===== config.mk =====
export PLATFORM = sky130hd
export DESIGN_NAME = gamepad_serial_poll_encoder
export DESIGN_NICKNAME = d
export VERILOG_FILES = /design/src/rtl/core/gspe_pkg.sv /design/src/rtl/core/gspe_poll_seq.sv /design/src/rtl/core/gspe_out_skid.sv /design/src/rtl/core/gamepad_serial_poll_encoder.sv
export VERILOG_INCLUDE_DIRS = /design/src /design/src/rtl/core
export SDC_FILE = /design/constraint.sdc
export NUM_CORES = 1
export LEC_CHECK = 0
export ABC_AREA = 1
export BUFFER_PORTS_ARGS = -buffer_cell sky130_fd_sc_hd__buf_2
export CAP_MARGIN = 10
export CORE_MARGIN = 1.5
export CORE_UTILIZATION = 38
export CTS_CLUSTER_SIZE = 24
export DETAILED_ROUTE_END_ITERATION = 8
export GPL_TIMING_DRIVEN = 1
export MAX_ROUTING_LAYER = met4
export PLACE_DENSITY_LB_ADDON = 0.1
export SETUP_SLACK_MARGIN = 0.1
export SLEW_MARGIN = 20
export SYNTH_ARGS = -nofsm -noshare
export SYNTH_HDL_FRONTEND = slang
export SYNTH_SLANG_ARGS = --single-unit

===== constraint.sdc =====
create_clock -name i_clk -period 3.6 [get_ports i_clk]
set_input_delay 0.54 -clock i_clk [delete_from_list [all_inputs] [get_ports i_clk]]
set_output_delay 0.54 -clock i_clk [all_outputs]
set_load 0.05 [all_outputs]

===== src/rtl/core/gamepad_serial_poll_encoder_macros.svh =====
// ----------------------------------------------------------------------------
// gamepad serial poll encoder assertion macros
// shared concurrent assertion forms for the rtl
// ----------------------------------------------------------------------------
`ifndef GAMEPAD_SERIAL_POLL_ENCODER_MACROS_SVH
`define GAMEPAD_SERIAL_POLL_ENCODER_MACROS_SVH

// condition must never hold outside reset
`define GSPE_ASSERT_NEVER(lbl, clk, rst_n, cond, msg) \
    lbl: assert property (@(posedge clk) disable iff (!rst_n) !(cond)) else $error(msg);

// antecedent implies consequent in the same cycle
`define GSPE_ASSERT_SAME(lbl, clk, rst_n, ante, cons, msg) \
    lbl: assert property (@(posedge clk) disable iff (!rst_n) (ante) |-> (cons)) \
        else $error(msg);

// antecedent implies consequent in the next cycle
`define GSPE_ASSERT_NEXT(lbl, clk, rst_n, ante, cons, msg) \
    lbl: assert property (@(posedge clk) disable iff (!rst_n) (ante) |=> (cons)) \
        else $error(msg);

`endif


===== src/rtl/core/gspe_pkg.sv =====
// ----------------------------------------------------------------------------
// gspe_pkg
// types, constants and the button code map of the gamepad poll encoder
// ----------------------------------------------------------------------------
package gspe_pkg;

    localparam int ButtonBits = 16;
    localparam int BitIdxW    = $clog2(ButtonBits);
    localparam int BitCntW    = $clog2(ButtonBits + 1);
    localparam int PollW      = 16;
    localparam int LenW       = 8;
    localparam int CodeW      = 5;
    localparam int CfgIdxW    = 2;
    localparam int CfgDataW   = 16;

    localparam logic [PollW-1:0]      PollPeriodReset = 16'd50000;
    localparam logic [LenW-1:0]       LatchReset      = 8'd12;
    localparam logic [LenW-1:0]       HalfReset       = 8'd6;
    localparam logic [ButtonBits-1:0] LastWordReset   = ButtonBits'(32'h1111);
    localparam logic [LenW-1:0]       CountMax        = '1;

    localparam logic [ButtonBits-1:0] WordNone  = '0;
    localparam logic [ButtonBits-1:0] WordBtnA  = ButtonBits'(32'h0020);
    localparam logic [ButtonBits-1:0] WordBtnB  = ButtonBits'(32'h0040);
    localparam logic [ButtonBits-1:0] WordBtnC  = ButtonBits'(32'h0080);

    localparam logic [CodeW-1:0] CodeNone  = 5'd0;
    localparam logic [CodeW-1:0] CodeBtnA  = 5'd2;
    localparam logic [CodeW-1:0] CodeBtnB  = 5'd3;
    localparam logic [CodeW-1:0] CodeBtnC  = 5'd4;
    localparam logic [CodeW-1:0] CodeOther = 5'h11;

    typedef enum logic [CfgIdxW-1:0] {
        CFG_POLL_PERIOD = 2'd0,
        CFG_LATCH       = 2'd1,
        CFG_HALF        = 2'd2
    } t_cfg_idx;

    typedef enum logic [2:0] {
        PH_IDLE  = 3'd0,
        PH_LATCH = 3'd1,
        PH_GAP   = 3'd2,
        PH_HIGH  = 3'd3,
        PH_LOW   = 3'd4
    } t_phase;

    typedef struct packed {
        logic data_pin;
        logic tx_ready;
    } t_in_item;

    typedef struct packed {
        logic             latch_out;
        logic             clock_out;
        logic             send_valid;
        logic [CodeW-1:0] send_code;
    } t_out_item;

    function automatic logic [CodeW-1:0] code_of(input logic [ButtonBits-1:0] w);
        logic [CodeW-1:0] c;
        if (w == WordNone) begin
            c = CodeNone;
        end else if (w == WordBtnA) begin
            c = CodeBtnA;
        end else if (w == WordBtnB) begin
            c = CodeBtnB;
        end else if (w == WordBtnC) begin
            c = CodeBtnC;
        end else begin
            c = CodeOther;
        end
        return c;
    endfunction

endpackage


===== src/rtl/core/gspe_poll_seq.sv =====
// ----------------------------------------------------------------------------
// gspe_poll_seq
// per-tick poll sequencer: latch and clock timing, bit capture, code mapping
// ----------------------------------------------------------------------------
`include "gamepad_serial_poll_encoder_macros.svh"

module gspe_poll_seq (
    input  logic                            i_clk,
    input  logic                            i_rst_n,
    input  logic                            i_cfg_we,
    input  logic [gspe_pkg::CfgIdxW-1:0]    i_cfg_idx,
    input  logic [gspe_pkg::CfgDataW-1:0]   i_cfg_data,
    input  logic                            i_step,
    input  gspe_pkg::t_in_item              i_item,
    output gspe_pkg::t_out_item             o_result
);
    import gspe_pkg::*;

    logic [PollW-1:0]      r_poll_period;
    logic [LenW-1:0]       r_latch_len;
    logic [LenW-1:0]       r_half_len;

    t_phase                r_phase, n_phase;
    logic [PollW-1:0]      r_poll_count, n_poll_count;
    logic [LenW-1:0]       r_phase_count, n_phase_count;
    logic [BitCntW-1:0]    r_bit_index, n_bit_index;
    logic [ButtonBits-1:0] r_shift_word, n_shift_word;
    logic [ButtonBits-1:0] r_last_word, n_last_word;

    logic                  due;
    logic [LenW-1:0]       phase_len;
    t_out_item             result;

    always_ff @(posedge i_clk) begin
        if (!i_rst_n) begin
            r_poll_period <= PollPeriodReset;
            r_latch_len   <= LatchReset;
            r_half_len    <= HalfReset;
        end else if (i_cfg_we) begin
            case (i_cfg_idx)
                CFG_POLL_PERIOD: r_poll_period <= i_cfg_data[PollW-1:0];
                CFG_LATCH:       r_latch_len   <= i_cfg_data[LenW-1:0];
                CFG_HALF:        r_half_len    <= i_cfg_data[LenW-1:0];
                default: ;
            endcase
        end
    end

    always_ff @(posedge i_clk) begin
        if (!i_rst_n) begin
            r_phase       <= PH_IDLE;
            r_poll_count  <= '0;
            r_phase_count <= '0;
            r_bit_index   <= '0;
            r_shift_word  <= '0;
            r_last_word   <= LastWordReset;
        end else if (i_step) begin
            r_phase       <= n_phase;
            r_poll_count  <= n_poll_count;
            r_phase_count <= n_phase_count;
            r_bit_index   <= n_bit_index;
            r_shift_word  <= n_shift_word;
            r_last_word   <= n_last_word;
        end
    end

    assign due       = ({1'b0, r_poll_count} + 17'd1) >= {1'b0, r_poll_period};
    assign phase_len = (r_phase == PH_LATCH) ? r_latch_len : r_half_len;

    always_comb begin
        n_phase           = r_phase;
        n_poll_count      = r_poll_count;
        n_phase_count     = r_phase_count;
        n_bit_index       = r_bit_index;
        n_shift_word      = r_shift_word;
        n_last_word       = r_last_word;
        result            = '0;

        if (r_phase != PH_IDLE && r_phase_count >= phase_len) begin
            n_phase_count = '0;
            case (r_phase)
                PH_LATCH: begin
                    n_phase = PH_GAP;
                end
                PH_GAP: begin
                    n_phase = PH_HIGH;
                    if (!i_item.data_pin) begin
                        n_shift_word[r_bit_index[BitIdxW-1:0]] = 1'b1;
                    end
                end
                PH_HIGH: begin
                    n_phase = PH_LOW;
                end
                PH_LOW: begin
                    n_bit_index = r_bit_index + 1'b1;
                    if (n_bit_index >= BitCntW'(ButtonBits)) begin
                        if (r_shift_word != r_last_word && i_item.tx_ready) begin
                            result.send_valid = 1'b1;
                            result.send_code  = code_of(r_shift_word);
                        end
                        n_last_word = r_shift_word;
                        n_phase     = PH_IDLE;
                    end else begin
                        n_phase = PH_HIGH;
                        if (!i_item.data_pin) begin
                            n_shift_word[n_bit_index[BitIdxW-1:0]] = 1'b1;
                        end
                    end
                end
                default: ;
            endcase
        end

        if (n_phase == PH_IDLE && due) begin
            n_phase       = PH_LATCH;
            n_phase_count = '0;
            n_bit_index   = '0;
            n_shift_word  = '0;
            n_poll_count  = '0;
        end else if (!due) begin
            n_poll_count = r_poll_count + 1'b1;
        end

        result.latch_out = (n_phase == PH_LATCH);
        result.clock_out = (n_phase == PH_HIGH);

        if (n_phase != PH_IDLE && n_phase_count < CountMax) begin
            n_phase_count = n_phase_count + 1'b1;
        end
    end

    assign o_result = result;

    `GSPE_ASSERT_NEVER(a_lines_exclusive, i_clk, i_rst_n, result.latch_out && result.clock_out, "latch and clock high together")
    `GSPE_ASSERT_SAME(a_code_needs_valid, i_clk, i_rst_n, result.send_code != CodeNone, result.send_valid, "code without valid")
    `GSPE_ASSERT_NEXT(a_last_word_update, i_clk, i_rst_n, i_step && result.send_valid, r_last_word == $past(r_shift_word), "remembered word not updated")
    `GSPE_ASSERT_NEVER(a_bit_index_range, i_clk, i_rst_n, r_bit_index > BitCntW'(ButtonBits), "bit index out of range")

endmodule


===== src/rtl/core/gspe_out_skid.sv =====
// ----------------------------------------------------------------------------
// gspe_out_skid
// result register with one skid entry between the sequencer and the consumer
// ----------------------------------------------------------------------------
module gspe_out_skid (
    input  logic                  i_clk,
    input  logic                  i_rst_n,
    input  logic                  i_valid,
    input  gspe_pkg::t_out_item   i_data,
    output logic                  o_stall,
    output logic                  o_valid,
    output gspe_pkg::t_out_item   o_data,
    input  logic                  i_stall
);
    import gspe_pkg::*;

    logic      r_out_valid, n_out_valid;
    logic      r_skid_valid, n_skid_valid;
    t_out_item r_out_data, n_out_data;
    t_out_item r_skid_data, n_skid_data;
    logic      take;
    logic      accept;

    assign take   = r_out_valid && !i_stall;
    assign accept = i_valid && !r_skid_valid;

    always_comb begin
        n_out_valid  = r_out_valid;
        n_skid_valid = r_skid_valid;
        n_out_data   = r_out_data;
        n_skid_data  = r_skid_data;
        if (r_skid_valid) begin
            if (take) begin
                n_out_data   = r_skid_data;
                n_skid_valid = 1'b0;
            end
        end else if (!r_out_valid || take) begin
            n_out_valid = accept;
            n_out_data  = i_data;
        end else if (accept) begin
            n_skid_valid = 1'b1;
            n_skid_data  = i_data;
        end
    end

    always_ff @(posedge i_clk) begin
        if (!i_rst_n) begin
            r_out_valid  <= 1'b0;
            r_skid_valid <= 1'b0;
        end else begin
            r_out_valid  <= n_out_valid;
            r_skid_valid <= n_skid_valid;
        end
    end

    always_ff @(posedge i_clk) begin
        r_out_data  <= n_out_data;
        r_skid_data <= n_skid_data;
    end

    assign o_stall = r_skid_valid;
    assign o_valid = r_out_valid;
    assign o_data  = r_out_data;

endmodule


===== src/rtl/core/gamepad_serial_poll_encoder.sv =====
// ----------------------------------------------------------------------------
// gamepad_serial_poll_encoder
// polls a shift-register game pad once a period and reports changed buttons
// ----------------------------------------------------------------------------
// a result is registered in the output register, or in the skid entry while the output is stalled
// throughput: one tick per cycle while the skid entry is empty and o_in_stall is low
// the one-entry skid holds a second result while the output is stalled
// synchronous active-low reset: phase idle, counters cleared, word 0x1111
// registers come out of reset at 50000, 12 and 6 ticks
module gamepad_serial_poll_encoder (
    input  logic                            i_clk,
    input  logic                            i_rst_n,
    input  logic                            i_cfg_we,
    input  logic [gspe_pkg::CfgIdxW-1:0]    i_cfg_idx,
    input  logic [gspe_pkg::CfgDataW-1:0]   i_cfg_data,
    input  logic                            i_in_valid,
    output logic                            o_in_stall,
    input  gspe_pkg::t_in_item              i_in_data,
    output logic                            o_out_valid,
    input  logic                            i_out_stall,
    output gspe_pkg::t_out_item             o_out_data
);
    import gspe_pkg::*;

    logic      step;
    logic      skid_stall;
    t_out_item seq_result;

    assign step       = i_in_valid && !skid_stall;
    assign o_in_stall = skid_stall;

    gspe_poll_seq u_seq (
        .i_clk      (i_clk),
        .i_rst_n    (i_rst_n),
        .i_cfg_we   (i_cfg_we),
        .i_cfg_idx  (i_cfg_idx),
        .i_cfg_data (i_cfg_data),
        .i_step     (step),
        .i_item     (i_in_data),
        .o_result   (seq_result)
    );

    gspe_out_skid u_skid (
        .i_clk   (i_clk),
        .i_rst_n (i_rst_n),
        .i_valid (step),
        .i_data  (seq_result),
        .o_stall (skid_stall),
        .o_valid (o_out_valid),
        .o_data  (o_out_data),
        .i_stall (i_out_stall)
    );

endmodule


# After elaboration in Yosys (flattened, before gate mapping)
# Cells that the tools add are included.
[totals]
ff_bits = 114
inputBits = 25
out_inout_bits = 10
wordCells = 122
[op_classes]
add_sub_neg = 4
n_lt_le_gt_ge = 8
eq_ne = 17
n_mux = 38
n_bitwise = 4
n_reduce_logical = 32
[op_table]
columns = ["operator", "n"]
rows = [
  ["$mux 16", 7],
  ["$mux 8", 7],
  ["$mux 5", 7],
  ["$or 16x16->16", 2],
  ["$pmux 16 s2", 1],
  ["$mux 6", 4],
  ["$add 16x1->17 const B", 1],
  ["$ge 17x16->1", 1],
  ["$add 16x1->16 const B", 1],
  ["$eq 16x6->1 const B", 1],
  ["$eq 16x7->1 const B", 1],
  ["$eq 16x8->1 const B", 1],
  ["$logic_not 16->1", 1],
  ["$ne 16x16->1", 1],
  ["$pmux 3 s4", 1],
  ["$reduce_and 2->1", 6],
  ["$lt 4x5->1 const B", 2],
  ["$eq 3x2->1 const B", 3],
  ["$logic_and 1x1->1", 9],
  ["$reduce_bool 3->1", 3],
  ["$add 8x1->8 const B", 1],
  ["$demux 1 s4", 2],
  ["$ge 4x1->1 const B", 2],
  ["$ge 8x8->1", 1],
  ["22 further kinds", 37],
]

# Depth between registers and ports, before layout
[depth]
ltp_word = 11
depth_mapped = 31

# Hierarchy
# Synthesis repeated with hierarchy kept, for this count alone.
[hier_totals]
cells_unflattened = 861
area_unflattened_um2 = 6297.3
[modules_own_cells]
columns = ["mod", "n_inst", "cells_each", "area_per_inst_um2"]
rows = [
  ["gspe_poll_seq", 1, 805, 5621.6],
  ["gspe_out_skid", 1, 54, 665.6],
  ["gamepad_serial_poll_encoder", 1, 2, 10.0],
]

# Worst setup path before layout
# Ideal clock, no wire load.
[synth_timing]
path_kind = "reg-to-reg"
from = "register u_seq.r_poll_count[0]"
to = "register u_seq.r_phase_count[1]"
setup_ps = 132
arrival_ps = 3486
required_time_ps = 3468
path_slack_ps = -18
path_stages_with_launch = 29
synth_period_minus_slack_ps = 3618
cell_sequence = "dfxtp_1 -> nand3_1 -> nor2_1 -> nand2_1 -> nor4b_1 -> inv_1 -> nor2_1 -> nand2_1 -> xor2_1 -> inv_1 -> ha_1 -> nand2_1 -> o21ai_0 -> nand4_1 -> nand3_1 -> nor2_1 -> nand3_2 -> nand2_4 -> nand2_1 -> nor2_1 -> ha_1 -> nand3_1 -> nand3b_1 -> inv_1 -> nand2_1 -> nand2_1 -> nand2_1 -> nand3_1 -> a21oi_1"
[synth_via]
elab_chain_cells = 7
[synth_rtl]
columns = ["item", "line_no", "text"]
rows = [
  ["from (decl)", "gspe_poll_seq.sv:24", "logic [PollW-1:0] r_poll_count, n_poll_count;"],
  ["from (signal assigned)", "gspe_poll_seq.sv:59", "r_poll_count <= n_poll_count;"],
  ["$add 16x1->17 (*)", "gspe_poll_seq.sv:67", "assign due = ({1'b0, r_poll_count} + 17'd1) >= {1'b0, r_poll_period};"],
  ["$ge 17x16->1 (*)", "gspe_poll_seq.sv:67", ""],
  ["$logic_and 1x1->1 (*)", "gspe_poll_seq.sv:114", "if (n_phase == PH_IDLE && due) begin"],
  ["$mux 8 or $mux 3 (tied branches)", "gspe_poll_seq.sv:114", ""],
  ["$lt 8x8->1 or $reduce_bool 3->1 (tied branches)", "gspe_poll_seq.sv:127", "if (n_phase != PH_IDLE && n_phase_count < CountMax) begin"],
  ["$logic_and 1x1->1", "gspe_poll_seq.sv:127", ""],
  ["$mux 8 (*)", "gspe_poll_seq.sv:127", ""],
  ["to (signal assigned)", "gspe_poll_seq.sv:60", "r_phase_count <= n_phase_count;"],
  ["to (decl)", "gspe_poll_seq.sv:25", "logic [LenW-1:0] r_phase_count, n_phase_count;"],
]
# Mark *: on every way between the ends. The rest lies on a longest branch, timed or not.
# A chain may end at the register's enable or synchronous reset.

# Final worst setup path
[layout_timing]
from = "register u_seq.r_poll_count[1]"
to = "register u_seq.r_phase_count[1]"
# The elaborated chain is that of the path after synthesis.

==> flow_metrics.env <==
export IMPL_status="finished, violations left"
export IMPL_violations="negative setup slack"
export IMPL_wl_met1_um=6840
export IMPL_syn2layout_area_growth_pct=21.1
export IMPL_synthCells=828
export IMPL_power_frac_comb_pct=13.3
export IMPL_hpwl_um=10500
export IMPL_gp_congestion=0.906
export IMPL_dr_pass1_iters=5
export IMPL_synthFlopType="dfxtp_1"
export IMPL_die_x_um=130
export IMPL_ioPinCount=35
export IMPL_dieArea_um2=16900
export IMPL_cp_end_kind="flip-flop"
export IMPL_grt_use_total_pct=18.5
export IMPL_hold_path_class="in -> reg"
export IMPL_maxSlewHeadroom_pct=34.1
export IMPL_root_buffer="clkbuf_16"
export IMPL_synth_edff_count=14
export IMPL_grt_pass1_vias=5058
export IMPL_setup_violations_final=3
export IMPL_peakVddDrop_mv=0.379
export IMPL_antenna_cells=0
export IMPL_synth_warnings=0
export IMPL_syn_area_per_cell_um2=7.39
export IMPL_clock_fmax_mhz=276
export IMPL_internal_power_mw=1.96
export IMPL_initial_core_util_pct=38.7
export IMPL_seqCellArea_um2=2390
export IMPL_maxCapViolCount=0
export IMPL_crit_fanout=8
export IMPL_hold_violations=0
export IMPL_gr_total_overflow=0
export IMPL_drive_gt1_share_pct=18.6
export IMPL_highest_layer="met4"
export IMPL_rsz0062_at_grt="yes"
export IMPL_netlist_area_um2=6120
export IMPL_core_area_um2=15800
export IMPL_cts_buffers=9
export IMPL_startpoint_type="flip-flop"
export IMPL_cp_data_required_time_ns=3.82
export IMPL_synth_nets=883
export IMPL_final_util_pct=46.8
export IMPL_critPathArrivalTime_ns=3.85
export IMPL_clockPowerShare_pct=37.3
export IMPL_clk_pin_slew_ns=0.07
export IMPL_grt_max_degree=59
export IMPL_min_period_ns=3.63
export IMPL_cts_hold_buffers=0
export IMPL_nFillCells=1615
export IMPL_num_vias=5500
export IMPL_detail_route_vias_per_cell=4.94
export IMPL_postRouteAntennaNets=0
export IMPL_async_reset_ff_share_pct=0
export IMPL_drt_wl_total_um=14700
export IMPL_ys_seq_area_share_pct=38.9
export IMPL_synth_seq_cells=112
export IMPL_wire_per_inst_um=13.2
export IMPL_rows=46
export IMPL_power_switching_mw=0.725
export IMPL_tritoncts="built"
export IMPL_swShare_pct=27.0
export IMPL_period_share_pct=101
export IMPL_worstSkewPairLatency_ns=0.36
export IMPL_drv_slew=0
export IMPL_worst_pin_slew_ns=0.978
export IMPL_antenna_found_initial=0
export IMPL_die_h_um=130
export IMPL_drc=0
export IMPL_wl_met3_um=418
export IMPL_clock_skew_ns=0.00703
export IMPL_nNetsFinal=948
export IMPL_dp_slack_ns=-0.229
export IMPL_synth_cell_types=43
export IMPL_cts_buffer_depth=2
export IMPL_p_seq_share_pct=49.4
export IMPL_wl_met2_um=7250
export IMPL_grt_pass1_wl_um=24000
export IMPL_crit_type="reg -> reg"
export IMPL_p_leak_nw=3.21
export IMPL_worst_slack_ns=-0.0291
export IMPL_htreeDepth=3
export IMPL_port_buffers=33
export IMPL_clock_sinks=112
export IMPL_drt_initial_drc_count=311
export IMPL_multi_input_area_um2=3370
export IMPL_pwr_density_cell_nw_per_um2=363
power groups by stage:
stage / combinational [mW] / sequential [mW] / clock [mW]
global placement: 0.325 / 1.35 / 0
global route: 0.400 / 1.33 / 1.07
detailed placement: 0.332 / 1.36 / 0
finish: 0.356 / 1.33 / 1.00
CTS: 0.345 / 1.33 / 1.03
floorplan: 0.201 / 1.39 / 0
placed cells by master, fill, tap and decap left out, drive strengths merged:
cell,n
nand2,149
inv,121
dfxtp,98
nor2,86
buf,80
a21oi,78
o21ai,61
nand3,48
ha,30
nand4,23
xnor2,16
edfxtp,14
xor2,12
clkbuf,12
o211ai,11
a211oi,10
nor4,8
o22ai,7
mux2i,7
nor3,7
nand3b,4
clkinv,4
clkinvlp,3
o32ai,2
nor4b,1
o21a,1
nor3b,1
mux2,1
o31ai,1
conb,1
bufinv,1
area by class of cell:
cell class / instances / area share, %
multi-input cells: 565 / 45.5
flip-flops and latches: 112 / 32.3
repair buffers: 82 / 8.39
inverters: 123 / 6.32
well taps: 216 / 3.65
clock buffers: 10 / 3.09
clock inverters: 6 / 0.811
path summary, 6_finish.rpt:
| path | slack, ns | depth (start not counted) | startpoint | endpoint |
|---|---|---|---|---|
| setup / recovery | -0.03 | 26 | u_seq.r_poll_count[1] | u_seq.r_phase_count[1] |
| hold / removal | 0.40 | 3 | i_cfg_data[8] | u_seq.r_poll_period[8] |
| setup reg to reg | -0.03 | 26 | u_seq.r_poll_count[1] | u_seq.r_phase_count[1] |
| hold reg to reg | 0.46 | 2 | u_seq.r_last_word[10] | u_seq.r_last_word[10] |
critical path, cell delays in order, from the launching register on:
cell and delay, ns:
dfxtp_4 0.38, nand3_4 0.08, nor2_4 0.12, nand2_2 0.08, nor4b_4 0.27, inv_1 0.08
nor2_2 0.12, nand2_2 0.08, nor2_2 0.12, xor2_1 0.20, ha_1 0.31, nand3b_1 0.12
nand3_1 0.09, nor2_1 0.14, nand3_2 0.15, nand2_4 0.10, nand2_4 0.06, nor2_4 0.08
ha_2 0.19, nand3_2 0.06, nand3b_1 0.19, inv_2 0.10, nand2_4 0.09, nand2_1 0.07
nand2_1 0.05, nand3_1 0.07, a21oi_1 0.07
sequential cells by signal (all words and copies together), names as in the netlist:
register             count
u_seq.r_phase_count      8
u_skid.o_stall           1
u_seq.r_shift_word      16
u_seq.r_half_len         8
u_seq.r_phase            3
u_seq.r_bit_index        5
u_seq.r_poll_count      16
u_seq.r_last_word       16
u_skid.o_valid           1
u_skid.r_skid_data       7
u_skid.o_data            7
u_seq.r_latch_len        8
u_seq.r_poll_period     16
synth_stat cells (2+ instances only):
cell        n  area (µm²)
edfxtp_1   14         420
buf_4       3        22.5
nor2_1     82         308
nand2_1   138         518
nand3_1    46         230
inv_1     113         424
o21ai_2     2        17.5
nand4_1    23         144
nor2_2      2        12.5
inv_2       8        30.0
xnor2_1    16         140
nor4_1      8        50.1
ha_1       30         375
nor3_1      6        30.0
buf_6       2        22.5
nand3_2     2        20.0
a21oi_1    77         385
buf_2       5        25.0
xor2_1     12         105
mux2i_1     7        70.1
o21ai_0    58         290
dfxtp_1    98        1960
nand2_4     3        33.8
a211oi_1   10        75.1
nand3b_1    4        30.0
o32ai_1     2        17.5
o211ai_1   11        82.6
o22ai_1     7        43.8
clkbuf_1   18        67.6
nand2_2     8        50.1
through the flow:
| stage | power [mW] | setup TNS (ns) | hold WS, ns | std cells | cell area, µm² |
|---|---|---|---|---|---|
| 3_5_place_dp | 1.69 | -3.16 | 0.454 | 1086 | 6760 |
| 3_3_place_gp | 1.68 | -1.14 | 0.442 | 1086 | 6760 |
| 2_1_floorplan | 1.59 | 0 | 0.425 | 828 | 6140 |
| 6_report | 2.69 | -0.0451 | 0.397 | 1114 | 7410 |
| 4_1_cts | 2.70 | -0.0457 | 0.385 | 1106 | 7180 |
| 5_1_grt | 2.81 | -5.73 | 0.410 | 1114 | 7410 |
layer usage:
layer | vias up | GRT usage (%)
met4 | 0 | 5.29
li1 | 2863 | -
met1 | 2540 | 22.8
met3 | 10 | 3.32
met2 | 87 | 31.2
met5 | - | -
timing repair:
item,in CTS,in global routing
resized for setup,27,31
cloned,0,2
endpoints found under the setup margin,34,48
buffers inserted,4,6
pin swaps,20,21
kinds of logic (layout without fill, tap and decap cells):
group                      Yosys count  in the layout  synth area share (%)
adders and majority gates           30             30                  6.13
AOI/OAI and AO/OA                  171            171                  15.5
DFF                                112            112                  38.9
and+or+nand+nor                    327            327                  24.2
buffers and inverters              151            221                  9.81
other                                1              1                0.0613
xor gates and xnor gates            28             28                  4.01
muxes                                8              8                  1.33
Note: power is estimated with default switching activity, not from simulation.
